File: src/sv/spc_pkg.sv
// shared types, constants and rounding helpers for the sphere pair collision response block
// no dependencies
package spc_pkg;

  localparam int COORD_W  = 24;
  localparam int SHIFT_W  = 17;
  localparam int FRAC_W   = 12;
  localparam int CFG_W    = 16;
  localparam int SEP_W    = 13;
  localparam int MAG_W    = 16;
  localparam int DIFF_W   = COORD_W + 1;
  localparam int NORM_W   = FRAC_W + 2;

  localparam logic [1:0] OUT_APART     = 2'd0;
  localparam logic [1:0] OUT_COINCIDE  = 2'd1;
  localparam logic [1:0] OUT_SEPARATE  = 2'd2;
  localparam logic [1:0] OUT_RESOLVED  = 2'd3;

  localparam logic [1:0] REG_CONTACT   = 2'd0;
  localparam logic [1:0] REG_REST      = 2'd1;
  localparam logic [1:0] REG_IMP_GAIN  = 2'd2;
  localparam logic [1:0] REG_SEP_GAIN  = 2'd3;

  localparam logic [CFG_W-1:0] CONTACT_RST  = 16'd12288;
  localparam logic [CFG_W-1:0] REST_RST     = 16'd16384;
  localparam logic [CFG_W-1:0] IMP_GAIN_RST = 16'd5603;
  localparam logic [SEP_W-1:0] SEP_GAIN_RST = 13'd2048;

  localparam longint COORD_MAX = (longint'(1) << (COORD_W - 1)) - 1;
  localparam longint SHIFT_MAX = (longint'(1) << (SHIFT_W - 1)) - 1;
  localparam logic [63:0] HALF = 64'd1 << (FRAC_W - 1);

  typedef struct packed {
    logic [CFG_W-1:0]   contact;
    logic [CFG_W-1:0]   rest;
    logic [CFG_W-1:0]   imp_gain;
    logic [SEP_W-1:0]   sep_gain;
    logic [2*CFG_W-1:0] contact_sq;
    logic [2*CFG_W-1:0] rest_sq;
  } cfg_t;

  typedef struct packed {
    logic [2:0]                neg;
    logic [2:0][MAG_W-1:0]     mag;
    logic [2:0][DIFF_W-1:0]    rv;
    logic                      apart;
    logic                      coin;
    logic                      rest;
    logic [2*MAG_W-1:0]        dist2;
    logic [MAG_W-1:0]          cdist;
    logic [2:0][NORM_W-1:0]    n;
  } pipe_t;

  // round to nearest, ties away from zero, drop the fraction bits
  function automatic logic signed [63:0] rnd_frac(input logic signed [63:0] v);
    logic [63:0] mg;
    logic [63:0] r;
    mg = v[63] ? (64'd0 - v) : v;
    r  = (mg + HALF) >> FRAC_W;
    return v[63] ? $signed(64'd0 - r) : $signed(r);
  endfunction

  function automatic logic [COORD_W-1:0] sat_coord(input logic signed [63:0] v);
    if (v > COORD_MAX) return COORD_W'(COORD_MAX);
    else if (v < -COORD_MAX - 1) return COORD_W'(-COORD_MAX - 1);
    else return v[COORD_W-1:0];
  endfunction

  function automatic logic [SHIFT_W-1:0] sat_shift(input logic signed [63:0] v);
    if (v > SHIFT_MAX) return SHIFT_W'(SHIFT_MAX);
    else if (v < -SHIFT_MAX - 1) return SHIFT_W'(-SHIFT_MAX - 1);
    else return v[SHIFT_W-1:0];
  endfunction

endpackage

File: src/sv/spc_front.sv
// front stages: centre offset, squared distance, contact and rest tests
// depends on spc_pkg
module spc_front (
  input  logic                                clk_i,
  input  logic                                rst_ni,
  input  logic                                en_i,
  input  logic                                valid_i,
  input  logic signed [spc_pkg::COORD_W-1:0]  fp_i [3],
  input  logic signed [spc_pkg::COORD_W-1:0]  sp_i [3],
  input  logic signed [spc_pkg::COORD_W-1:0]  fv_i [3],
  input  logic signed [spc_pkg::COORD_W-1:0]  sv_i [3],
  input  spc_pkg::cfg_t                       cfg_i,
  output logic                                valid_o,
  output spc_pkg::pipe_t                      pipe_o
);

  localparam int DW = spc_pkg::DIFF_W;
  localparam int MW = spc_pkg::MAG_W;

  logic                v1_q, v2_q, v3_q;
  logic [DW-1:0]       d1_d [3], d1_q [3];
  logic [2:0][DW-1:0]  rv1_d, rv1_q, rv2_q;
  logic [2:0]          neg2_d, neg2_q, big2_d, big2_q;
  logic [2:0][MW-1:0]  mag2_d, mag2_q;
  logic [2*MW-1:0]     sq2_d [3], sq2_q [3];
  spc_pkg::pipe_t      p3_d, p3_q;
  logic [2*MW+1:0]     sum;
  logic [DW-1:0]       dm;

  always_comb begin
    for (int i = 0; i < 3; i++) begin
      d1_d[i]  = DW'(sp_i[i]) - DW'(fp_i[i]);
      rv1_d[i] = DW'(fv_i[i]) - DW'(sv_i[i]);
    end
  end

  always_comb begin
    dm = '0;
    for (int i = 0; i < 3; i++) begin
      dm        = d1_q[i][DW-1] ? (DW'(0) - d1_q[i]) : d1_q[i];
      neg2_d[i] = d1_q[i][DW-1];
      big2_d[i] = |dm[DW-1:MW];
      mag2_d[i] = dm[MW-1:0];
      sq2_d[i]  = dm[MW-1:0] * dm[MW-1:0];
    end
  end

  always_comb begin
    sum          = (2*MW+2)'(sq2_q[0]) + (2*MW+2)'(sq2_q[1]) + (2*MW+2)'(sq2_q[2]);
    p3_d         = '0;
    p3_d.neg     = neg2_q;
    p3_d.mag     = mag2_q;
    p3_d.rv      = rv2_q;
    // any axis offset of 2^16 or more is past every contact distance
    p3_d.apart   = (|big2_q) || (sum > (2*MW+2)'(cfg_i.contact_sq));
    p3_d.coin    = (sum == '0);
    p3_d.rest    = sum < (2*MW+2)'(cfg_i.rest_sq);
    p3_d.dist2   = sum[2*MW-1:0];
  end

  always_ff @(posedge clk_i or negedge rst_ni) begin
    if (!rst_ni) begin
      v1_q <= 1'b0;
      v2_q <= 1'b0;
      v3_q <= 1'b0;
    end else if (en_i) begin
      v1_q <= valid_i;
      v2_q <= v1_q;
      v3_q <= v2_q;
    end
  end

  always_ff @(posedge clk_i) begin
    if (en_i) begin
      d1_q   <= d1_d;
      rv1_q  <= rv1_d;
      rv2_q  <= rv1_q;
      neg2_q <= neg2_d;
      big2_q <= big2_d;
      mag2_q <= mag2_d;
      sq2_q  <= sq2_d;
      p3_q   <= p3_d;
    end
  end

  assign valid_o = v3_q;
  assign pipe_o  = p3_q;

endmodule

File: config.mk
export PLATFORM = sky130hd
export DESIGN_NAME = spc_front
export DESIGN_NICKNAME = d
export VERILOG_FILES = /design/src/sv/spc_pkg.sv /design/src/sv/spc_front.sv
export SDC_FILE = /design/constraint.sdc
export NUM_CORES = 2
export LEC_CHECK = 0
export ABC_AREA = 1
export BUFFER_PORTS_ARGS = -buffer_cell sky130_fd_sc_hd__buf_2
export CAP_MARGIN = 20
export CORE_AREA = 4 4 312 344
export DETAILED_ROUTE_END_ITERATION = 10
export DIE_AREA = 0 0 316 348
export HOLD_SLACK_MARGIN = 0.02
export PLACE_DENSITY = 0.7
export SYNTH_ARGS = -nofsm -noshare
export SYNTH_HDL_FRONTEND = slang
export SYNTH_SLANG_ARGS = --single-unit
File: constraint.sdc
create_clock -name clk_i -period 11.9 [get_ports clk_i]
set_clock_uncertainty 0.05 [all_clocks]
set_input_delay 1.19 -clock clk_i [delete_from_list [all_inputs] [get_ports clk_i]]
set_output_delay 1.19 -clock clk_i [all_outputs]
set_load 0.005 [all_outputs]
* Word-level counts from Yosys, hierarchy flattened
Cells that the tools add are included.
Word-level totals: bits in registers 539, input port bits 417, output and inout port bits 220, logic and storage cells 56
Operators by class: add/sub/neg operators 11, multipliers 3, $lt $le $gt $ge 2, mux-type cells 3, reduce and logical (&&, ||, !) cells 6
Operators with widths (count):
- $sub 24x24->25 | 6
- $mul 16x16->32 | 3
- $mux 25 | 3
- $sub 1x25->25 const A | 3
- $add 33x32->34 | 1
- $gt 34x32->1 | 1
- $logic_not 34->1 | 1
- $lt 34x32->1 | 1
- $add 32x32->33 | 1
- $reduce_or 9->1 | 3
- $reduce_or 3->1 | 1
- $logic_or 1x1->1 | 1

* Depth between registers and ports, before layout
word-level depth 4, gate-level depth with buffers 37

* Worst setup path after synthesis
OpenSTA, ideal clock, no wires.
path kind register to register, start register d1_q[0] in the netlist's numbering, end register sq2_q[27] in the netlist's numbering (data pin), setup time 0.259 ns, arrival time 6.682 ns, path slack 4.910 ns, cell stages (with the launch flop) 30, buffers on the path 1, clock period less this slack 6.990 ns, cells stage by stage edfxtp_1 > clkinv_1 > clkbuf_1 > ha_1 > nand4_2 > nor3_4 > nand2_2 > o31ai_4 > xor2_4 > inv_4 > nand2_1 > fa_1 > fa_1 > inv_1 > fa_1 > fa_1 > fa_1 > inv_1 > fa_1 > inv_1 > ha_1 > nand2_1 > inv_1 > nor3_1 > nand3_1 > a21boi_0 > o21ai_0 > nand2_1 > nand2_1 > xor2_1
RTL lines:
- start: declaration | line spc_front.sv:21 | logic [DW-1:0] d1_d [3], d1_q [3];
- start signal: assignment | line spc_front.sv:75 | d1_q <= d1_d;
- end signal: assignment | line spc_front.sv:81 | sq2_q <= sq2_d;
- end: declaration | line spc_front.sv:25 | logic [2*MW-1:0] sq2_d [3], sq2_q [3];

==> metrics.txt <==
status=finished clean; post-synthesis sequential area ratio=a little under a third; Area Growth Syn to Fin=11.9%; syn_area_per_cell=9.21 um^2; Setup CP Type=flop to flop; DP HPWL=about 99000 um; clock buffer count from CTS=slightly below 60; CTS tree=done; core area=104000 um^2; Yosys warning count=0; GR Util All Layers=21.8%; Clock Latency Late Sink=between 600 and 700 ps; Final #Nets=roughly 7.6k; CP delay by family, top=adder cells; Sequential Area=16000 um^2; post-route setup TNS=0 ps; vias=38.2k; Most used DFF post-synth=edfxtp_1; register bit total from synthesis=533; peak fanout along the critical path=19; CP endpoint kind=flop; fin. max-slew vios=0; # Post-CTS Setup Buffers=0; DR vias/cell=5.04; largest net degree at the start of global routing=between 150 and 200; Final Hold Viols=0; vias in the first global route=39.0k; CP Data Arrival Time=8750 ps; Rows=124; Die Footprint=110000 um^2; commonest non-fill, non-tap cell in the layout=inv_1; DP Cell Count=approximately 7.5k; Post-Synthesis Cells=5594; Setup-failing EPs final=0; wire length per cell=15.8 um; final worst-path cycle share=70.6%; post-layout min period=8400 ps; fin util=55.6%; Filler cells=9204; Crit-path slowest cell=clkinv_1; synthesized area=51500 um^2; fin cells=roughly 7.6k; I/O pin cnt=around 640; Port Buffers=517; Worst-path clk slew=60 ps; share of cells above drive strength 1=11.2%; required time of the critical path=roughly 12000 ps; clock root buffer=clkbuf_16; clock sink count=533; Starting Density=49.7%; Multi-input gate area=approximately 30000 um^2; DP Area=approximately 56000 um^2; most frequent cells in the layout=1247 x inv_1, 983 x nand2_1, 531 x ha_1, 530 x edfxtp_1, 524 x fa_1; GPL Wtd Cong=0.918; crit start category=flop; worst min-delay path class=input pin to async pin; routed wire length=~120000 um; first-pass GRT wire length=194000 um; Post-synth ARST share=0.563%; Initial DRC Count=2066; Worst path max stage delay=670 ps; FMAX=about 0.12 GHz; Hold Buf Count CTS=0; Bufs on Longest Clock Path=3; Resize count post-CTS=0; Post-synth EDFFs=530; unrepaired setup endpoints after global routing=false; gr ovfl total=0; max-cap viol count=0; DIE WIDTH=around 320 um; Slew headroom=between 20% and 30%; Die H=348 um; worst slew pin tran=between 1000 and 1500 ps; cell area after layout=57700 um^2; CP Buf/Inv Count=6; DRC violations left=0; Cell variety after synth=62; initial antenna violation count=11; H-tree lvl count=2; DRT Pass-1 Iters=5; Detail Route Antenna Nets=0; crit-path most repeated cell=fa_1
## logic make-up (layout without fill, tap and decap cells)
group / count (synthesis) / in the layout / synth area share, %
AND/OR/NAND/NOR: 1729 / 1729 / 13.8
buffers and inverters: 1381 / 1913 / 10.6
adder cells (fa/ha/maj): 1055 / 1055 / 33.2
AO/OA/AOI/OAI: 646 / 646 / 7.08
flip-flops: 533 / 533 / 31.0
XOR/XNOR: 247 / 247 / 4.28
other: 2 / 66 / 0.0146
multiplexers: 1 / 1 / 0.0218
## state kept, by name, summed over array words and instances, names as in the netlist, 3 cells and up
signal	cells
big2_q	3
pipe_o	161
d1_q	75
mag2_q	48
rv1_q	75
neg2_q	3
sq2_q	90
p3_d	75
## through the flow
step	hold slack [ps]	setup slack, ps
global placement	350	3570
floorplan	350	4910
CTS	195	3500
finish	258	3500
global route	217	2960
detailed placement	355	3520
## cells in the mapped netlist (22+ instances only)
cell | count | area [um^2]
nand2_1 | 983 | 3690
nor4_1 | 22 | 138
inv_1 | 1247 | 4680
ha_1 | 531 | 6640
nand4_1 | 37 | 231
o21bai_1 | 24 | 180
buf_4 | 62 | 465
xor2_1 | 165 | 1450
edfxtp_1 | 530 | 15900
nor3_1 | 46 | 230
a21oi_1 | 312 | 1560
nand3_1 | 158 | 791
buf_2 | 24 | 120
o21ai_0 | 158 | 791
a21o_1 | 25 | 188
xnor2_1 | 78 | 683
o21ai_1 | 32 | 160
fa_1 | 524 | 10500
nor2_1 | 430 | 1610
## worst reg2reg max path, delay by kind of cell, from the launching register on
kind            cells  cell delay [ps]
fa+ha+maj           8             3650
xor+xnor            1              140
buf+inv             6             1270
simple gates       10             1850
compound gates      3              580
flops               1              600
## routing by layer
layer	track usage (%)	up-vias	routed length, um
met2	39.3	1006	60500
met1	26.9	18200	48700
met5	0	-	82
li1	-	18700	-
met4	5.83	12	3050
met3	4.14	196	7730
## final timing paths
kind                                      from                     to  slack [ps]  cells past startpoint
max                          d1_q[0]$_DFFE_PP_    sq2_q[27]$_DFFE_PP_        3500                     28
min                                     rst_ni       v2_q$_DFFE_PN0P_         260                      1
max reg2reg                  d1_q[0]$_DFFE_PP_    sq2_q[27]$_DFFE_PP_        3500                     28
min reg2reg                p3_d[101]$_DFFE_PP_  pipe_o[101]$_DFFE_PP_         360                      0
max in group asynchronous               rst_ni       v1_q$_DFFE_PN0P_       11430                      1
min in group clk_i         p3_d[101]$_DFFE_PP_  pipe_o[101]$_DFFE_PP_         360                      0
## cell type report
cell class	count	area share, %
Clock inverter	45	1.08
Sequential cell	533	27.7
Multi-Input combinational cell	3739	52.6
Timing Repair Buffer	533	4.75
Antenna cell	5	0.0217
Clock buffer	65	2.60
Tap cell	1386	3.01
Inverter	1270	8.27
Power is not shown: default switching activity piles up to over one toggle a cycle in this logic, so the estimate is an artifact.
