--- src/sv/spc_pkg.sv ---
// shared types, constants and rounding helpers for the sphere pair collision response block
// no dependencies
package spc_pkg;

  localparam int COORD_W  = 24;
  localparam int SHIFT_W  = 17;
  localparam int FRAC_W   = 12;
  localparam int CFG_W    = 16;
  localparam int SEP_W    = 13;
  localparam int MAG_W    = 16;
  localparam int DIFF_W   = COORD_W + 1;
  localparam int NORM_W   = FRAC_W + 2;

  localparam logic [1:0] OUT_APART     = 2'd0;
  localparam logic [1:0] OUT_COINCIDE  = 2'd1;
  localparam logic [1:0] OUT_SEPARATE  = 2'd2;
  localparam logic [1:0] OUT_RESOLVED  = 2'd3;

  localparam logic [1:0] REG_CONTACT   = 2'd0;
  localparam logic [1:0] REG_REST      = 2'd1;
  localparam logic [1:0] REG_IMP_GAIN  = 2'd2;
  localparam logic [1:0] REG_SEP_GAIN  = 2'd3;

  localparam logic [CFG_W-1:0] CONTACT_RST  = 16'd12288;
  localparam logic [CFG_W-1:0] REST_RST     = 16'd16384;
  localparam logic [CFG_W-1:0] IMP_GAIN_RST = 16'd5603;
  localparam logic [SEP_W-1:0] SEP_GAIN_RST = 13'd2048;

  localparam longint COORD_MAX = (longint'(1) << (COORD_W - 1)) - 1;
  localparam longint SHIFT_MAX = (longint'(1) << (SHIFT_W - 1)) - 1;
  localparam logic [63:0] HALF = 64'd1 << (FRAC_W - 1);

  typedef struct packed {
    logic [CFG_W-1:0]   contact;
    logic [CFG_W-1:0]   rest;
    logic [CFG_W-1:0]   imp_gain;
    logic [SEP_W-1:0]   sep_gain;
    logic [2*CFG_W-1:0] contact_sq;
    logic [2*CFG_W-1:0] rest_sq;
  } cfg_t;

  typedef struct packed {
    logic [2:0]                neg;
    logic [2:0][MAG_W-1:0]     mag;
    logic [2:0][DIFF_W-1:0]    rv;
    logic                      apart;
    logic                      coin;
    logic                      rest;
    logic [2*MAG_W-1:0]        dist2;
    logic [MAG_W-1:0]          cdist;
    logic [2:0][NORM_W-1:0]    n;
  } pipe_t;

  // round to nearest, ties away from zero, drop the fraction bits
  function automatic logic signed [63:0] rnd_frac(input logic signed [63:0] v);
    logic [63:0] mg;
    logic [63:0] r;
    mg = v[63] ? (64'd0 - v) : v;
    r  = (mg + HALF) >> FRAC_W;
    return v[63] ? $signed(64'd0 - r) : $signed(r);
  endfunction

  function automatic logic [COORD_W-1:0] sat_coord(input logic signed [63:0] v);
    if (v > COORD_MAX) return COORD_W'(COORD_MAX);
    else if (v < -COORD_MAX - 1) return COORD_W'(-COORD_MAX - 1);
    else return v[COORD_W-1:0];
  endfunction

  function automatic logic [SHIFT_W-1:0] sat_shift(input logic signed [63:0] v);
    if (v > SHIFT_MAX) return SHIFT_W'(SHIFT_MAX);
    else if (v < -SHIFT_MAX - 1) return SHIFT_W'(-SHIFT_MAX - 1);
    else return v[SHIFT_W-1:0];
  endfunction

endpackage

--- src/sv/spc_div.sv ---
// pipelined restoring divider: rounded unit normal per axis, offset times 2^12 over distance
// depends on spc_pkg
module spc_div (
  input  logic           clk_i,
  input  logic           rst_ni,
  input  logic           en_i,
  input  logic           valid_i,
  input  spc_pkg::pipe_t pipe_i,
  output logic           valid_o,
  output spc_pkg::pipe_t pipe_o
);

  localparam int MW    = spc_pkg::MAG_W;
  localparam int FW    = spc_pkg::FRAC_W;
  localparam int NW    = spc_pkg::NORM_W;
  localparam int QB    = FW + 1;
  localparam int STEPS = 4;
  localparam int NST   = (QB + STEPS - 1) / STEPS;
  localparam int RW    = MW + FW + 1;

  logic                v_q [NST];
  spc_pkg::pipe_t      p_q [NST];
  logic [RW-1:0]       rem_d [NST][3], rem_q [NST][3];
  logic [QB-1:0]       q_d [NST][3], q_q [NST][3];

  always_comb begin
    logic [RW-1:0] rem;
    logic [QB-1:0] q;
    logic [RW-1:0] dv;
    logic [MW-1:0] cdist;
    for (int s = 0; s < NST; s++) begin
      cdist = (s == 0) ? pipe_i.cdist : p_q[(s == 0) ? 0 : s-1].cdist;
      for (int i = 0; i < 3; i++) begin
        if (s == 0) begin
          // numerator carries half the divisor so the quotient comes out rounded
          rem = RW'({pipe_i.mag[i], FW'(0)}) + RW'(cdist[MW-1:1]);
          q   = '0;
        end else begin
          rem = rem_q[(s == 0) ? 0 : s-1][i];
          q   = q_q[(s == 0) ? 0 : s-1][i];
        end
        for (int j = 0; j < STEPS; j++) begin
          if (QB - 1 - (s * STEPS + j) >= 0) begin
            dv = RW'(cdist) << (QB - 1 - (s * STEPS + j));
            if (rem >= dv) begin
              rem = rem - dv;
              q   = {q[QB-2:0], 1'b1};
            end else begin
              q   = {q[QB-2:0], 1'b0};
            end
          end
        end
        rem_d[s][i] = rem;
        q_d[s][i]   = q;
      end
    end
  end

  always_ff @(posedge clk_i or negedge rst_ni) begin
    if (!rst_ni) begin
      for (int s = 0; s < NST; s++) v_q[s] <= 1'b0;
    end else if (en_i) begin
      v_q[0] <= valid_i;
      for (int s = 1; s < NST; s++) v_q[s] <= v_q[s-1];
    end
  end

  always_ff @(posedge clk_i) begin
    if (en_i) begin
      p_q[0] <= pipe_i;
      for (int s = 1; s < NST; s++) p_q[s] <= p_q[s-1];
      rem_q <= rem_d;
      q_q   <= q_d;
    end
  end

  always_comb begin
    pipe_o = p_q[NST-1];
    for (int i = 0; i < 3; i++) begin
      pipe_o.n[i] = p_q[NST-1].neg[i] ? (NW'(0) - NW'(q_q[NST-1][i])) : NW'(q_q[NST-1][i]);
    end
  end
  assign valid_o = v_q[NST-1];

endmodule

--- config.mk ---
export PLATFORM = sky130hd
export DESIGN_NAME = spc_div
export DESIGN_NICKNAME = d
export VERILOG_FILES = /design/src/sv/spc_pkg.sv /design/src/sv/spc_div.sv
export SDC_FILE = /design/constraint.sdc
export NUM_CORES = 2
export LEC_CHECK = 0
export BUFFER_PORTS_ARGS = -buffer_cell sky130_fd_sc_hd__buf_4
export CAP_MARGIN = 20
export CORE_UTILIZATION = 65
export DETAILED_ROUTE_END_ITERATION = 8
export MAX_ROUTING_LAYER = met4
export PLACE_DENSITY = 0.84
export SLEW_MARGIN = 15
export SYNTH_ARGS = -nofsm -noshare
export SYNTH_HDL_FRONTEND = slang
export SYNTH_SLANG_ARGS = --single-unit
--- constraint.sdc ---
create_clock -name clk_i -period 34.9 [get_ports clk_i]
set_input_delay 5.235 -clock clk_i [delete_from_list [all_inputs] [get_ports clk_i]]
set_output_delay 5.235 -clock clk_i [all_outputs]
set_load 0.05 [all_outputs]
# ---- After elaboration in Yosys (flattened, before gate mapping)
# Memories as Yosys holds them, arrays and structs flattened.
# Index checks and enable logic that the tools add are counted.
dict set report word_totals {
  mem_count 1
  inputBits 223
  word_cells 187
  ff_bits 376
  ramBits 876
  out_inout_bits 220
}
dict set report op_classes {
  magnitude_cmp 39
  n_addsub 42
  mux 80
}
# memory words word_bits read_ports rd_clocked_by_memory_dff wr line_no
set mem_list {}
lappend mem_list {p_q 4 219 4 0 4 spc_div.sv:22} ;# spc_pkg::pipe_t p_q [NST];
# cell count
set ops {}
lappend ops {{29-bit two-way mux} 36}
lappend ops {{28-bit by 15-bit adder with 29-bit output} 3}
lappend ops {{29-bit by 16-bit >= comparator with 1-bit output} 3}
lappend ops {{29-bit by 17-bit >= comparator with 1-bit output} 3}
lappend ops {{29-bit by 18-bit >= comparator with 1-bit output} 3}
lappend ops {{29-bit by 19-bit >= comparator with 1-bit output} 3}
lappend ops {{29-bit by 20-bit >= comparator with 1-bit output} 3}
lappend ops {{29-bit by 21-bit >= comparator with 1-bit output} 3}
lappend ops {{29-bit by 22-bit >= comparator with 1-bit output} 3}
lappend ops {{29-bit by 23-bit >= comparator with 1-bit output} 3}
lappend ops {{29-bit by 24-bit >= comparator with 1-bit output} 3}
lappend ops {{29-bit by 25-bit >= comparator with 1-bit output} 3}
lappend ops {{29-bit by 26-bit >= comparator with 1-bit output} 3}
lappend ops {{29-bit by 27-bit >= comparator with 1-bit output} 3}
lappend ops {{29-bit by 28-bit >= comparator with 1-bit output} 3}
lappend ops {{29-bit by 17-bit subtractor with 29-bit output} 3}
lappend ops {{29-bit by 18-bit subtractor with 29-bit output} 3}
lappend ops {{29-bit by 19-bit subtractor with 29-bit output} 3}
lappend ops {{29-bit by 20-bit subtractor with 29-bit output} 3}
lappend ops {{29-bit by 21-bit subtractor with 29-bit output} 3}
lappend ops {{29-bit by 22-bit subtractor with 29-bit output} 3}
lappend ops {{29-bit by 23-bit subtractor with 29-bit output} 3}
lappend ops {{29-bit by 24-bit subtractor with 29-bit output} 3}
lappend ops {{29-bit by 25-bit subtractor with 29-bit output} 3}
lappend ops {{6 further kinds} 56}

# ---- Longest topological paths before layout
dict set report depth {
  depth_word 9
  ltp_mapped 71
  mapped_depth_nobuf 69
}

# ---- Worst setup path after synthesis
# Ideal clock, no wire load.
dict set report synth_path {
  path_kind {in2reg}
  from {input pipe_i[56] (netlist bit)}
  to {register rem_q[274] (netlist bit) (data pin)}
  n_path_buf 4
  cell_stages 67
  setup_time_ns 0.260
  required_ns 34.640
  setup_slack_ns 16.995
  arrival_time_ns 17.646
  cell_sequence {inv_1 > fa_1 > inv_1 > ha_1 > nor2b_1 > o21ai_0 > a21boi_0 > o21ai_0 > a21boi_0 > o21ai_0 > a21oi_1 > o21ai_0 > a31oi_1 > nor2_1 > inv_2 > buf_1 > nor2_1 > a21oi_1 > [31 not listed] > ha_1 > nor2b_1 > o21ai_0 > a21boi_0 > o21ai_0 > nand2b_1 > a21o_1 > a21o_1 > a21o_1 > a21o_1 > a21o_1 > a21o_1 > a21o_1 > a21oi_1 > o21a_1 > nand4_1 > clkbuf_1 > mux2_2}
}
# element line_no
set synth_rtl {}
lappend synth_rtl {{from (decl)} spc_div.sv:8} ;# input spc_pkg::pipe_t pipe_i,
lappend synth_rtl {{to (signal assigned)} spc_div.sv:72} ;# rem_q <= rem_d;
lappend synth_rtl {{to (decl)} spc_div.sv:23} ;# logic [RW-1:0] rem_d [NST][3], rem_q [NST][3];

==> results.json <==
{
  "r2r_cells": 58,
  "crit_family": "compound AO/OA/AOI/OAI gates",
  "post_cts_buffers": 0,
  "drtPass1Iterations": 8,
  "reg2reg_from": "rem_q[327]",
  "syn_area_mm2": 0.0730,
  "skew_ns": 0.0843,
  "initial_utilization": 0.658,
  "core_area_mm2": 0.111,
  "r2r-end": "rem_q[246]",
  "crit_path_start_kind": "input port",
  "setup_tns_ns": 0,
  "gp_congestion": 0.982,
  "status": "complete, no violations",
  "finalHoldViolations": 0,
  "clk_pin_slew_worst_paths_ns": 0.06,
  "path_common_cell": "o21ai_0",
  "die_x_um": 337,
  "grt_max_degree": 187,
  "wl_met3_um": 16600,
  "worst-path-buf-inv": 8,
  "worst_pin_slew_ns": 1.16,
  "cts_buffers": 103,
  "via_count": 59715,
  "n_fill_cell": 7588,
  "hold_path.class": "flop to flop",
  "seq_area_frac_synth": 0.427,
  "end_kind": "flop",
  "ys_types": 112,
  "cts_resized": 0,
  "ys.flop_type": "edfxtp_1",
  "layout-drive-gt1-share": 0.115,
  "io_buffers": 400,
  "wl_met1_um": 81400,
  "clock-sinks": 1039,
  "max_freq_mhz": 49.5,
  "clock_latency_ns": 0.77,
  "finalCritPeriodShare": 0.579,
  "maxSlewViolCount": 0,
  "clockRootBuffer": "clkbuf_16",
  "slew_headroom": 0.221,
  "overflow": 0,
  "grt_pass1_wl_um": 314000,
  "rsz0062_at_grt": "false",
  "crit_arrival_ns": 20.64,
  "grtUsageTotal": 0.369,
  "yosys_register_bits": 1039,
  "met2_length_um": 99600,
  "hpwl_um": 154000,
  "grt_pass1_vias": 55996,
  "avgViaCountPerCell": 6.42,
  "wl_per_cell_um": 22.5,
  "top_layer_used": "met4",
  "io_pins": 443,
  "min_to": "p_q[2][210]",
  "clockBufferDepth": 3,
  "cap_violations": 0,
  "synthArstFlopShare": 0.00385,
  "critPathSlowestCell": "o21ai_0",
  "die_h_um": 337,
  "holdPathStages": 0,
  "reg2reg_slack_ns": 18.32,
  "wirelength_um": 209000,
  "required_ns": 35.33,
  "synth.avg_cell_area_um2": 10.0,
  "cts_tree": "built",
  "postCtsHoldBufs": 0,
  "antenna_left": 0,
  "drcViolationCount": 0,
  "synth_edf_count": 1035,
  "critical_path_peak_fanout": 29,
  "min-delay-start": "p_q[1][210]",
  "ys_warn_count": 0,
  "dieArea_mm2": 0.114,
  "cts_max_level": 3,
  "syn_to_final_growth_pct": 11.6,
  "fin_nets": 8599,
  "synthesis.nets": 8151,
  "crit_path_max_incr_delay_ns": 0.71,
  "antenna_found_initial": 8,
  "row_count": 122,
  "path_class": "input port to flop",
  "drt-initial-drc-count": 5941,
  "period_minus_slack_ns": 20.22,
  "setup_viol": 0,
  "syn_inst": 7277
}
## worst max-delay path by stage
stage	endpoint	cells after the start	from
after floorplan	rem_q[274]	67	pipe_i[56]
after global placement	rem_q[330]	62	pipe_i[56]
after detailed placement	rem_q[289]	65	pipe_i[56]
after CTS	rem_q[344]	63	pipe_i[56]
after global routing	rem_q[345]	67	pipe_i[56]
final	rem_q[345]	67	pipe_i[56]
## routing by layer
layer	vias to the layer above	track usage
met1	28066	0.443
met3	668	0.0523
met5	-	-
met2	2767	0.608
li1	28214	-
met4	0	0.183
## through the flow
| step | setup WS [ns] | std cells | util | cell area (um^2) | hold WS (ns) |
|---|---|---|---|---|---|
| finish | 14.68 | 9306 | 0.734 | 81500 | 0.386 |
| global route | 13.24 | 9306 | 0.734 | 81500 | 0.385 |
| CTS | 14.90 | 9300 | 0.734 | 81400 | 0.377 |
| detailed placement | 14.26 | 9106 | 0.702 | 77900 | 0.405 |
| global placement | 14.56 | 9106 | 0.702 | 77900 | 0.400 |
| floorplan | 16.99 | 7277 | - | 73000 | 0.400 |
## cell usage after synthesis (all sizes together) (65+ instances only)
cell type / count / area, um^2
xnor2: 433 / 3790
a21boi: 74 / 559
o31ai: 65 / 488
inv: 342 / 1280
and3: 66 / 413
nand2b: 104 / 651
o21ai: 482 / 2410
o21bai: 93 / 698
clkbuf: 87 / 328
ha: 612 / 7660
a21oi: 647 / 3250
o21a: 104 / 781
nor2: 619 / 2320
a21o: 219 / 1640
nand2: 565 / 2120
edfxtp: 1035 / 31100
mux2: 146 / 1660
nand4: 130 / 813
xor2: 178 / 1570
nor2b: 99 / 619
nand3: 175 / 881
nor3: 135 / 691
## sequential cells by signal, summed over array words and instances (netlist names)
register / cells
rem_q: 231
p_q: 693
valid_o: 1
q_q: 111
v_q: 3
## area by class of cell
cell class,instances,area (um^2),share of cell area
multi-input combinational,5748,39900,0.490
sequential,1039,31200,0.383
clock buffer,113,2620,0.0321
tap,1488,1860,0.0228
timing repair buffer,486,3700,0.0454
antenna,4,10.0,0.000123
inverter,347,1300,0.0160
clock inverter,81,888,0.0109
## layout by cell type, fill, tap and decap left out, drive strengths merged, types with 175 or more instances in the layout
master,instances
a21o,219
a21oi,647
buf,486
edfxtp,1035
ha,612
inv,349
nand2,565
nand3,175
nor2,619
o21ai,482
xnor2,433
xor2,178
## cell families after synthesis
family                     after synthesis  synth area share
AOI/OAI and AO/OA                     2093             0.182
xor gates and xnor gates               611            0.0734
adders and majority gates              651             0.116
buffers and inverters                  490            0.0264
DFF                                   1039             0.427
muxes                                  188            0.0285
and+or+nand+nor                       2205             0.148
Power is not shown: default switching activity piles up to over one toggle a cycle in this logic, so the estimate is an artifact.
