[src/sv/spc_pkg.sv]
// shared types, constants and rounding helpers for the sphere pair collision response block
// no dependencies
package spc_pkg;

  localparam int COORD_W  = 24;
  localparam int SHIFT_W  = 17;
  localparam int FRAC_W   = 12;
  localparam int CFG_W    = 16;
  localparam int SEP_W    = 13;
  localparam int MAG_W    = 16;
  localparam int DIFF_W   = COORD_W + 1;
  localparam int NORM_W   = FRAC_W + 2;

  localparam logic [1:0] OUT_APART     = 2'd0;
  localparam logic [1:0] OUT_COINCIDE  = 2'd1;
  localparam logic [1:0] OUT_SEPARATE  = 2'd2;
  localparam logic [1:0] OUT_RESOLVED  = 2'd3;

  localparam logic [1:0] REG_CONTACT   = 2'd0;
  localparam logic [1:0] REG_REST      = 2'd1;
  localparam logic [1:0] REG_IMP_GAIN  = 2'd2;
  localparam logic [1:0] REG_SEP_GAIN  = 2'd3;

  localparam logic [CFG_W-1:0] CONTACT_RST  = 16'd12288;
  localparam logic [CFG_W-1:0] REST_RST     = 16'd16384;
  localparam logic [CFG_W-1:0] IMP_GAIN_RST = 16'd5603;
  localparam logic [SEP_W-1:0] SEP_GAIN_RST = 13'd2048;

  localparam longint COORD_MAX = (longint'(1) << (COORD_W - 1)) - 1;
  localparam longint SHIFT_MAX = (longint'(1) << (SHIFT_W - 1)) - 1;
  localparam logic [63:0] HALF = 64'd1 << (FRAC_W - 1);

  typedef struct packed {
    logic [CFG_W-1:0]   contact;
    logic [CFG_W-1:0]   rest;
    logic [CFG_W-1:0]   imp_gain;
    logic [SEP_W-1:0]   sep_gain;
    logic [2*CFG_W-1:0] contact_sq;
    logic [2*CFG_W-1:0] rest_sq;
  } cfg_t;

  typedef struct packed {
    logic [2:0]                neg;
    logic [2:0][MAG_W-1:0]     mag;
    logic [2:0][DIFF_W-1:0]    rv;
    logic                      apart;
    logic                      coin;
    logic                      rest;
    logic [2*MAG_W-1:0]        dist2;
    logic [MAG_W-1:0]          cdist;
    logic [2:0][NORM_W-1:0]    n;
  } pipe_t;

  // round to nearest, ties away from zero, drop the fraction bits
  function automatic logic signed [63:0] rnd_frac(input logic signed [63:0] v);
    logic [63:0] mg;
    logic [63:0] r;
    mg = v[63] ? (64'd0 - v) : v;
    r  = (mg + HALF) >> FRAC_W;
    return v[63] ? $signed(64'd0 - r) : $signed(r);
  endfunction

  function automatic logic [COORD_W-1:0] sat_coord(input logic signed [63:0] v);
    if (v > COORD_MAX) return COORD_W'(COORD_MAX);
    else if (v < -COORD_MAX - 1) return COORD_W'(-COORD_MAX - 1);
    else return v[COORD_W-1:0];
  endfunction

  function automatic logic [SHIFT_W-1:0] sat_shift(input logic signed [63:0] v);
    if (v > SHIFT_MAX) return SHIFT_W'(SHIFT_MAX);
    else if (v < -SHIFT_MAX - 1) return SHIFT_W'(-SHIFT_MAX - 1);
    else return v[SHIFT_W-1:0];
  endfunction

endpackage

[src/sv/spc_sqrt.sv]
// pipelined integer square root of the squared centre distance, one root bit per step
// depends on spc_pkg
module spc_sqrt (
  input  logic           clk_i,
  input  logic           rst_ni,
  input  logic           en_i,
  input  logic           valid_i,
  input  spc_pkg::pipe_t pipe_i,
  output logic           valid_o,
  output spc_pkg::pipe_t pipe_o
);

  localparam int MW     = spc_pkg::MAG_W;
  localparam int STEPS  = 4;
  localparam int NST    = MW / STEPS;
  localparam int RW     = MW + 2;

  logic                v_q [NST];
  spc_pkg::pipe_t      p_q [NST];
  logic [RW-1:0]       rem_d [NST], rem_q [NST];
  logic [MW-1:0]       root_d [NST], root_q [NST];
  logic [2*MW-1:0]     x_d [NST], x_q [NST];

  always_comb begin
    logic [RW-1:0]   rem;
    logic [MW-1:0]   root;
    logic [2*MW-1:0] x;
    logic [RW+1:0]   trial;
    logic [RW+1:0]   cand;
    for (int s = 0; s < NST; s++) begin
      rem  = (s == 0) ? '0 : rem_q[(s == 0) ? 0 : s-1];
      root = (s == 0) ? '0 : root_q[(s == 0) ? 0 : s-1];
      x    = (s == 0) ? pipe_i.dist2 : x_q[(s == 0) ? 0 : s-1];
      for (int j = 0; j < STEPS; j++) begin
        trial = {rem, x[2*MW-1 -: 2]};
        cand  = {2'b00, root, 2'b01};
        if (trial >= cand) begin
          rem  = RW'(trial - cand);
          root = {root[MW-2:0], 1'b1};
        end else begin
          rem  = trial[RW-1:0];
          root = {root[MW-2:0], 1'b0};
        end
        x = {x[2*MW-3:0], 2'b00};
      end
      rem_d[s]  = rem;
      root_d[s] = root;
      x_d[s]    = x;
    end
  end

  always_ff @(posedge clk_i or negedge rst_ni) begin
    if (!rst_ni) begin
      for (int s = 0; s < NST; s++) v_q[s] <= 1'b0;
    end else if (en_i) begin
      v_q[0] <= valid_i;
      for (int s = 1; s < NST; s++) v_q[s] <= v_q[s-1];
    end
  end

  always_ff @(posedge clk_i) begin
    if (en_i) begin
      p_q[0] <= pipe_i;
      for (int s = 1; s < NST; s++) p_q[s] <= p_q[s-1];
      rem_q  <= rem_d;
      root_q <= root_d;
      x_q    <= x_d;
    end
  end

  always_comb begin
    pipe_o       = p_q[NST-1];
    pipe_o.cdist = root_q[NST-1];
  end
  assign valid_o = v_q[NST-1];

endmodule

[config.mk]
export PLATFORM = sky130hd
export DESIGN_NAME = spc_sqrt
export DESIGN_NICKNAME = d
export VERILOG_FILES = /design/src/sv/spc_pkg.sv /design/src/sv/spc_sqrt.sv
export SDC_FILE = /design/constraint.sdc
export NUM_CORES = 1
export LEC_CHECK = 0
export BUFFER_PORTS_ARGS = -buffer_cell sky130_fd_sc_hd__buf_4
export CAP_MARGIN = 40
export CORE_AREA = 2 2 334 336
export CTS_BUF_LIST = sky130_fd_sc_hd__clkbuf_4
export CTS_CLUSTER_DIAMETER = 30
export DETAILED_ROUTE_END_ITERATION = 8
export DIE_AREA = 0 0 336 338
export PLACE_DENSITY_LB_ADDON = 0.2
export SLEW_MARGIN = 20
export SYNTH_ARGS = -nofsm -noshare
export SYNTH_HDL_FRONTEND = slang
export SYNTH_SLANG_ARGS = --single-unit
[constraint.sdc]
create_clock -name clk_i -period 11.6 [get_ports clk_i]
set_input_delay 0.58 -clock clk_i [delete_from_list [all_inputs] [get_ports clk_i]]
set_output_delay 0.58 -clock clk_i [all_outputs]
set_load 0.01 [all_outputs]
# After elaboration in Yosys (flattened, before gate mapping)
# Memory sizes are Yosys's and may differ from the RTL's.
# Index checks and enable logic that the tools add are counted.
word_totals:
  regBits: 146
  latchBits: 0
  mem_bits_rw: 876
  mem_bits_ro: 0
  inputBits: 223
  word_cells: 79
  n_memories: 1
memory_table:
  columns: ["name", "words", "width", "rd", "rd_clocked_by_memory_dff", "write_ports", "line_no", "rtl"]
  rows:
  - ["p_q", 4, 219, 4, 0, 4, "spc_sqrt.sv:19", "spc_pkg::pipe_t p_q [NST];"]
op_classes:
  n_addsub: 15
  n_mul: 0
  div: 0
  n_lt_le_gt_ge: 16
  eq_ne: 0
  n_shift: 0
  n_mux: 33
  bitwise_logic: 0
  n_reduce_logical: 0
op_table:
  columns: ["cell", "n"]
  rows:
  - ["$mux 18", 15]
  - ["$ge 20x10->1", 1]
  - ["$ge 20x11->1", 1]
  - ["$ge 20x12->1", 1]
  - ["$ge 20x13->1", 1]
  - ["$ge 20x14->1", 1]
  - ["$ge 20x15->1", 1]
  - ["$ge 20x16->1", 1]
  - ["$ge 20x17->1", 1]
  - ["$ge 20x3->1", 1]
  - ["$ge 20x4->1", 1]
  - ["$ge 20x5->1", 1]
  - ["$ge 20x6->1", 1]
  - ["$ge 20x7->1", 1]
  - ["$ge 20x8->1", 1]
  - ["$ge 20x9->1", 1]
  - ["$mux 1", 18]
  - ["$sub 18x10->18", 1]
  - ["$sub 18x11->18", 1]
  - ["$sub 18x12->18", 1]
  - ["$sub 18x13->18", 1]
  - ["$sub 18x14->18", 1]
  - ["$sub 18x15->18", 1]
  - ["$sub 18x16->18", 1]
  - ["9 further kinds", 9]

# Longest topological paths before layout
# Gate-level depths: netlist (run 1).
depth:
  ltp_word: 8
  depth_mapped: 53

# Worst setup path after synthesis (run 1)
# Ideal clock, no wire load.
synth_timing:
  path_type: "register to register"
  startpoint: "reg root_q[35] in the netlist's numbering"
  endpoint: "reg rem_q[33] in the netlist's numbering, data pin"
  arrival_ns: 9.369
  t_required_ns: 11.339
  slack_ns: 1.970
  path_stages_with_launch: 45
  path_buffers: 4
  cell_sequence: "edfxtp_1 > inv_1 > ha_1 > nand3_1 > a2111oi_0 > a211oi_1 > nand2_1 > clkinv_1 > nand2_1 > o21ai_0 > ha_1 > and3_1 > nand4_1 > or2_2 > o41a_1 > and4b_1 > nand3_1 > clkbuf_1 > [9 not listed] > inv_1 > a21oi_1 > inv_1 > o211a_1 > nand2_1 > clkinv_1 > buf_1 > nor2_1 > nor2_1 > ha_1 > and4_1 > and3_1 > a2111oi_0 > o21ai_0 > a21o_1 > o21ai_0 > or4b_2 > xnor2_1"
synth_rtl:
  columns: ["item", "line_no", "rtl"]
  rows:
  - ["start: declaration", "spc_sqrt.sv:21", "logic [MW-1:0] root_d [NST], root_q [NST];"]
  - ["start signal: assignment", "spc_sqrt.sv:66", "root_q <= root_d;"]
  - ["end signal: assignment", "spc_sqrt.sv:65", "rem_q <= rem_d;"]
  - ["end: declaration", "spc_sqrt.sv:20", "logic [RW-1:0] rem_d [NST], rem_q [NST];"]

==> results of run 1 <==
per-stage QoR:
stage / power, uW / util / setup WS [ns] / instance area (um2)
after detailed placement: 7450 / 0.396 / 0.812 / 43600
after CTS: 10500 / 0.445 / 0.765 / 49000
after global placement: 7390 / 0.396 / 0.669 / 43600
after floorplan: 6410 / - / 1.97 / 38100
final: 10400 / 0.445 / 1.18 / 49000
after global routing: 11100 / 0.445 / 0.135 / 49000
final timing paths:
| path | start | to | slack [ns] | cells past startpoint |
|---|---|---|---|---|
| setup / recovery | root_q[34] | rem_q[33] | 1.18 | 44 |
| hold / removal | pipe_i[212] | p_q[0][212] | 0.18 | 2 |
| setup reg to reg | root_q[34] | rem_q[33] | 1.18 | 44 |
| hold reg to reg | p_q[1][218] | p_q[2][218] | 0.33 | 0 |
| max in group asynchronous | rst_ni | v_q[2] | 11.05 | 3 |
| min in group asynchronous | rst_ni | valid_o | 0.38 | 3 |
cells in the final DEF, fill, tap and decap left out, types with 21 or more instances in the layout:
cell type / count
buf_4: 479
nor4_1: 24
xor2_1: 55
dlygate4sd3_1: 213
nor3_1: 64
nand2_1: 134
ha_1: 151
mux2_2: 22
clkinv_1: 44
or2_2: 21
o21ai_0: 111
edfxtp_1: 906
a21o_1: 56
nor2_1: 147
clkbuf_4: 381
xnor2_1: 104
nand2b_1: 32
nand3_1: 48
inv_1: 117
a21oi_1: 155
kinds of logic after synthesis:
group                      Yosys count  synth area share
AOI/OAI and AO/OA                  517            0.0868
muxes                               39            0.0110
other                                1         0.0000983
and+or+nand+nor                    617            0.0835
DFF                                910             0.716
xor gates and xnor gates           159            0.0365
adders and majority gates          151            0.0495
buffers and inverters              165            0.0167
registers in the layout, indices dropped and copies added (netlist names):
signal   flops
valid_o      1
v_q          3
rem_q       54
root_q      24
pipe_o      16
x_d         24
x_q         21
p_q        767
layer usage:
layer  vias up  share of wire
met1     11991           0.42
met3       190          0.051
met2       711           0.50
li1      11882              -
met5         -              0
met4         0          0.029
layout make-up:
class / count / area (um2)
Clock buffer: 380 / 2850
Clock inverter: 68 / 392
Antenna cell: 9 / 22.5
Sequential cell: 910 / 27300
Multi-Input combinational cell: 1485 / 10200
Tap cell: 1488 / 1860
Fill cell: 9975 / 61100
Timing Repair Buffer: 702 / 5890
Inverter: 124 / 465
where the power goes:
part           internal, uW  switching (uW)  leakage [uW]  total (uW)
combinational          1420            1940       0.00820        3350
clock                  1590            1300       0.00196        2890
sequential             3990             132       0.00888        4130
total                  7000            3370        0.0190       10400
timing repair:
action                     4_1_cts  5_1_grt
hold buffers                   213        0
setup endpoints to repair        0        0
hold endpoints to repair       242        0
resized for setup                0        0
==> metrics.md, run 1 <==
| Metric | Value |
|---|---|
| Final Hold Vio Count | `0` |
| Worst hold slack | `0.178 ns` |
| Clock Path Buffers | `4` |
| Power Density | `212 nW/um2` |
| Leak Pwr | `approximately 0.019 uW` |
| FP Rows | `122` |
| Worst hold path class | `in -> reg` |
| First-pass GRT wire length | `141 mm` |
| DR pass1 iterations | `5` |
| CTS Sinks | `910` |
| NumNets Final | `3876` |
| Postcts setup bufs | `0` |
| CP Buf/Inv Count | `10` |
| Drc violations | `0` |
| Io pins | `443` |
| GR Util All Layers | `0.161` |
| CP Data Arrival Time | `~11 ns` |
| CP endpoint kind | `register` |
| Largest net degree at the start of global routing | `203` |
| Fin cells | `5166` |
| Fin crit period | `between 10 and 15 ns` |
| Synthesis Warnings | `0` |
| Crit-path max FO | `22` |
| Grt met1 use | `0.194` |
| Critical path's slowest cell | `nor4b_1` |
| Setup repair after global routing missed its margin | `false` |
| Final HPWL from detailed placement | `65.1 mm` |
| Full die area | `114000 um2` |
| Sequential element share of the synthesized area | `0.716` |
| Kind of critical path | `reg -> reg` |
| Async S/R FF share, synth | `0.00440` |
| DR iter-0 viols | `1465` |
| H-tree depth | `5` |
| CP startpoint kind | `register` |
| Tightest Pin Transition | `1.19 ns` |
| Port buffer count | `426` |
| P&R area growth vs syn | `28.5%` |
| FF+latch count, synth | `910` |
| Final worst path period share | `0.899` |
| ANT nets after route | `0` |
| Chip height | `338 um` |
| Post-DR vias/cell | `4.80` |
| Number of global-route vias before repair | `25348` |
| Clk root buf | `clkbuf_4` |
| WL per Instance | `17.9 um` |
| Vias | `24774` |
| Total gr overflow | `0` |
| Busiest grt layer | `met2` |
| Initial Utilization | `0.347` |
| Synth area leaders | `edfxtp_1, ha_1, xnor2_1` |
| CTS tree | `built` |
| Total Routed Length | `about 93 mm` |
| Die Wd | `around 340 um` |
| Worst EP required | `12.35 ns` |
| Synth top area share | `0.713` |
| Setup Viol. Count Final | `0` |
| Most frequent cell after synthesis | `edfxtp_1` |
| Max_cap viols | `0` |
| Max VDD drop | `0.106 mV` |
| M3 GR Usage | `0.0373` |
| TNS Setup | `0 ns` |
| Most used flip-flop cell after synthesis | `edfxtp_1` |
| Most instantiated cells after synthesis | `edfxtp_1, a21oi_1, ha_1, nor2_1, nand2_1` |
| Global Route met2 Usage | `0.274` |
| Slew HR | `0.207` |
| Max Freq | `approximately 96 MHz` |
| Post-Syn Area | `38100 um2` |
| Status | `finished clean` |
| Clk_lat worst skew | `1.12 ns` |
| Core area | `around 110000 um2` |
| Clock buffer count from CTS | `around 280` |
| Yosys top cell by area | `edfxtp_1` |
| Placed insts | `4494` |
| Post-synth EDFFs | `roughly 910` |
| Final slew viol count | `0` |
| Worst-path clk slew | `0.06 ns` |
| Syn Inst Count | `about 2600` |
| Share of cells above drive strength 1 | `0.262` |
| Final worst clock skew | `0.105 ns` |
| Syn_area_per_cell | `14.9 um2` |
| GPL Wtd Cong | `0.865` |
| Post-synth cell types | `84` |
| Initial antenna violation count | `3` |
| Largest stage delay, worst path | `about 0.67 ns` |
| CP delay by family, top | `simple AND/OR/NAND/NOR gates` |
(Power assumes the default switching activity.)
==> run 2, diff against run 1 <==
--- a/config.mk
+++ b/config.mk
@@ -5,7 +5,7 @@
 export SDC_FILE = /design/constraint.sdc
 export NUM_CORES = 1
 export LEC_CHECK = 0
-export BUFFER_PORTS_ARGS = -buffer_cell sky130_fd_sc_hd__buf_4
+export BUFFER_PORTS_ARGS = -buffer_cell sky130_fd_sc_hd__buf_2
 export CAP_MARGIN = 40
 export CORE_AREA = 2 2 334 336
 export CTS_BUF_LIST = sky130_fd_sc_hd__clkbuf_4
==> run 2 against run 1 <==
Net effect:
- final area decreased by 1.6%
- final cell count rose by 0.33%
- highest routed layer is now met5
- setup slack worse by 0.22 ns
- utilization fell by 0.72 points
- critical path type unchanged
- largest cell class unchanged
==> metrics.md, run 2 (same netlist as run 1, synthesis figures left out) <==
| Metric | Value |
|---|---|
| Post-DR vias/cell | `4.78` |
| Number of flip-flops under the largest register name | `roughly 770` |
| Tightest Pin Transition | `1.01 ns` |
| Final worst path period share | `0.918` |
| HP Start | `pipe_i[1]` |
| Clock Path Buffers | `4` |
| Final Cell Area | `slightly below 50000 um2` |
| Final Hold Vio Count | `0` |
| Final Util | `0.438` |
| CP Data Arrival Time | `11.44 ns` |
| Largest stage delay, worst path | `0.66 ns` |
| Clk root buf | `clkbuf_4` |
| Clock buffer count from CTS | `around 280` |
| Drc violations | `0` |
| Share of cells above drive strength 1 | `0.260` |
| Port buffer count | `426` |
| Critical path's slowest cell | `a2111oi_1` |
| Initial Utilization | `0.347` |
| H-tree depth | `5` |
| Worst r2r src | `root_q[35]` |
| CTS Sinks | `just over 900` |
| Chip height | `338 um` |
| CP startpoint kind | `register` |
| Setup Viol. Count Final | `0` |
| First-pass GRT wire length | `140 mm` |
| Largest net degree at the start of global routing | `188` |
| Final worst clock skew | `about 0.10 ns` |
| Worst-path clk slew | `0.06 ns` |
| Full die area | `114000 um2` |
| CP endpoint kind | `register` |
| Max Freq | `about 94 MHz` |
| Total gr overflow | `0` |
| Worst EP required | `approximately 12 ns` |
| CP startpoint | `root_q[35]` |
| WL per Instance | `17.8 um` |
| Core area | `110000 um2` |
| Worst hold path class | `in -> reg` |
| Total Routed Length | `92.1 mm` |
| Power Density | `214 nW/um2` |
| Io pins | `443` |
| GPL Wtd Cong | `0.848` |
| Max VDD drop | `0.119 mV` |
| Critical path's most frequent cell | `nand2_1` |
| Max_cap viols | `0` |
| Final slew viol count | `0` |
| Die Wd | `between 300 and 400 um` |
| Final HPWL from detailed placement | `64.7 mm` |
| Clk_lat worst skew | `1.11 ns` |
| Area post-placement | `42500 um2` |
| Most frequent cells in the layout | `edfxtp_1, buf_2, clkbuf_4, dlygate4sd3_1, a21oi_1` |
| GR Util All Layers | `0.160` |
| CTS tree | `built` |
| P&R area growth vs syn | `26.4%` |
| ANT nets after route | `0` |
| Biggest regs | `p_q (767), rem_q (54)` |
| Postcts setup bufs | `0` |
| Slew HR | `0.328` |
| Vias | `24787` |
| Most common cell after layout, fill and taps aside | `edfxtp_1` |
| Setup repair after global routing missed its margin | `false` |
| Crit-path max FO | `23` |
| Status | `finished clean` |
| Initial antenna violation count | `6` |
| Fin crit period | `10.65 ns` |
| Leak Pwr | `0.0188 uW` |
| Biggest register | `p_q` |
| Kind of critical path | `reg -> reg` |
| FP Rows | `122` |
| DR iter-0 viols | `around 1500` |
| Number of global-route vias before repair | `about 25000` |
| DR pass1 iterations | `5` |
| TNS Setup | `0 ns` |
| NumNets Final | `3897` |
## run 2: cell types whose count changed in the layout (fill, tap and decap cells not counted), sizes merged
cell,change
bufinv,+2
clkinv,+9
buf,-1
clkbuf,-13
clkinvlp,-1
dlygate4sd3,+23
diode,-4
inv,+2
## run 2: layer usage
metal,routed length (um),up-vias,global-route usage
met5,13,-,0
met3,5090,162,0.0422
met1,39200,11933,0.196
met2,45700,746,0.271
li1,-,11944,-
met4,2100,2,0.0595
## run 2: critical path, delay by kind of cell, from the launching register on
kind,cells,cell delay [ns]
xor gates and xnor gates,2,0.33
buffers and inverters,6,1.06
DFF,1,0.38
and+or+nand+nor,19,3.46
adders and majority gates,4,1.52
AOI/OAI and AO/OA,10,2.91
muxes,2,0.68
## run 2: what timing repair did
item	CTS	global route
hold endpoints to repair	256	0
hold buffers	236	0
setup endpoints to repair	0	2
gates resized for setup	0	4
## run 2: worst paths after layout
| path | end | slack, ns | cells after the start |
|---|---|---|---|
| hold reg to reg | p_q[3][145] | 0.34 | 0 |
| setup reg to reg | rem_q[33] | 0.95 | 43 |
| max in group asynchronous | v_q[1] | 11.04 | 3 |
| hold / removal | p_q[0][1] | 0.17 | 2 |
| min in group asynchronous | v_q[3] | 0.39 | 3 |
| setup / recovery | rem_q[33] | 0.95 | 43 |
## run 2: layout make-up
cell class | count | area (um2)
Fill cell | 10092 | 61900
Sequential cell | 910 | 27300
Antenna cell | 5 | 12.5
Tap cell | 1488 | 1860
Timing Repair Buffer | 725 | 5080
Clock buffer | 366 | 2750
Clock inverter | 80 | 494
Multi-Input combinational cell | 1485 | 10200
Inverter | 124 | 465
## run 2: per-stage QoR
stage	power [uW]	setup slack, ns	hold slack, ns	instances
after floorplan	6410	1.97	0.284	2560
after global placement	7330	0.574	0.384	4490
after detailed placement	7390	0.630	0.388	4492
after CTS	10500	0.503	0.00206	5174
after global routing	11000	0.0965	0.0245	5181
final	10300	0.954	0.168	5183
## run 2: power by group
part / internal, uW / switching [uW]
Combinational: 1380 / 1930
Clock: 1590 / 1300
Sequential: 3990 / 129
Total: 6960 / 3360
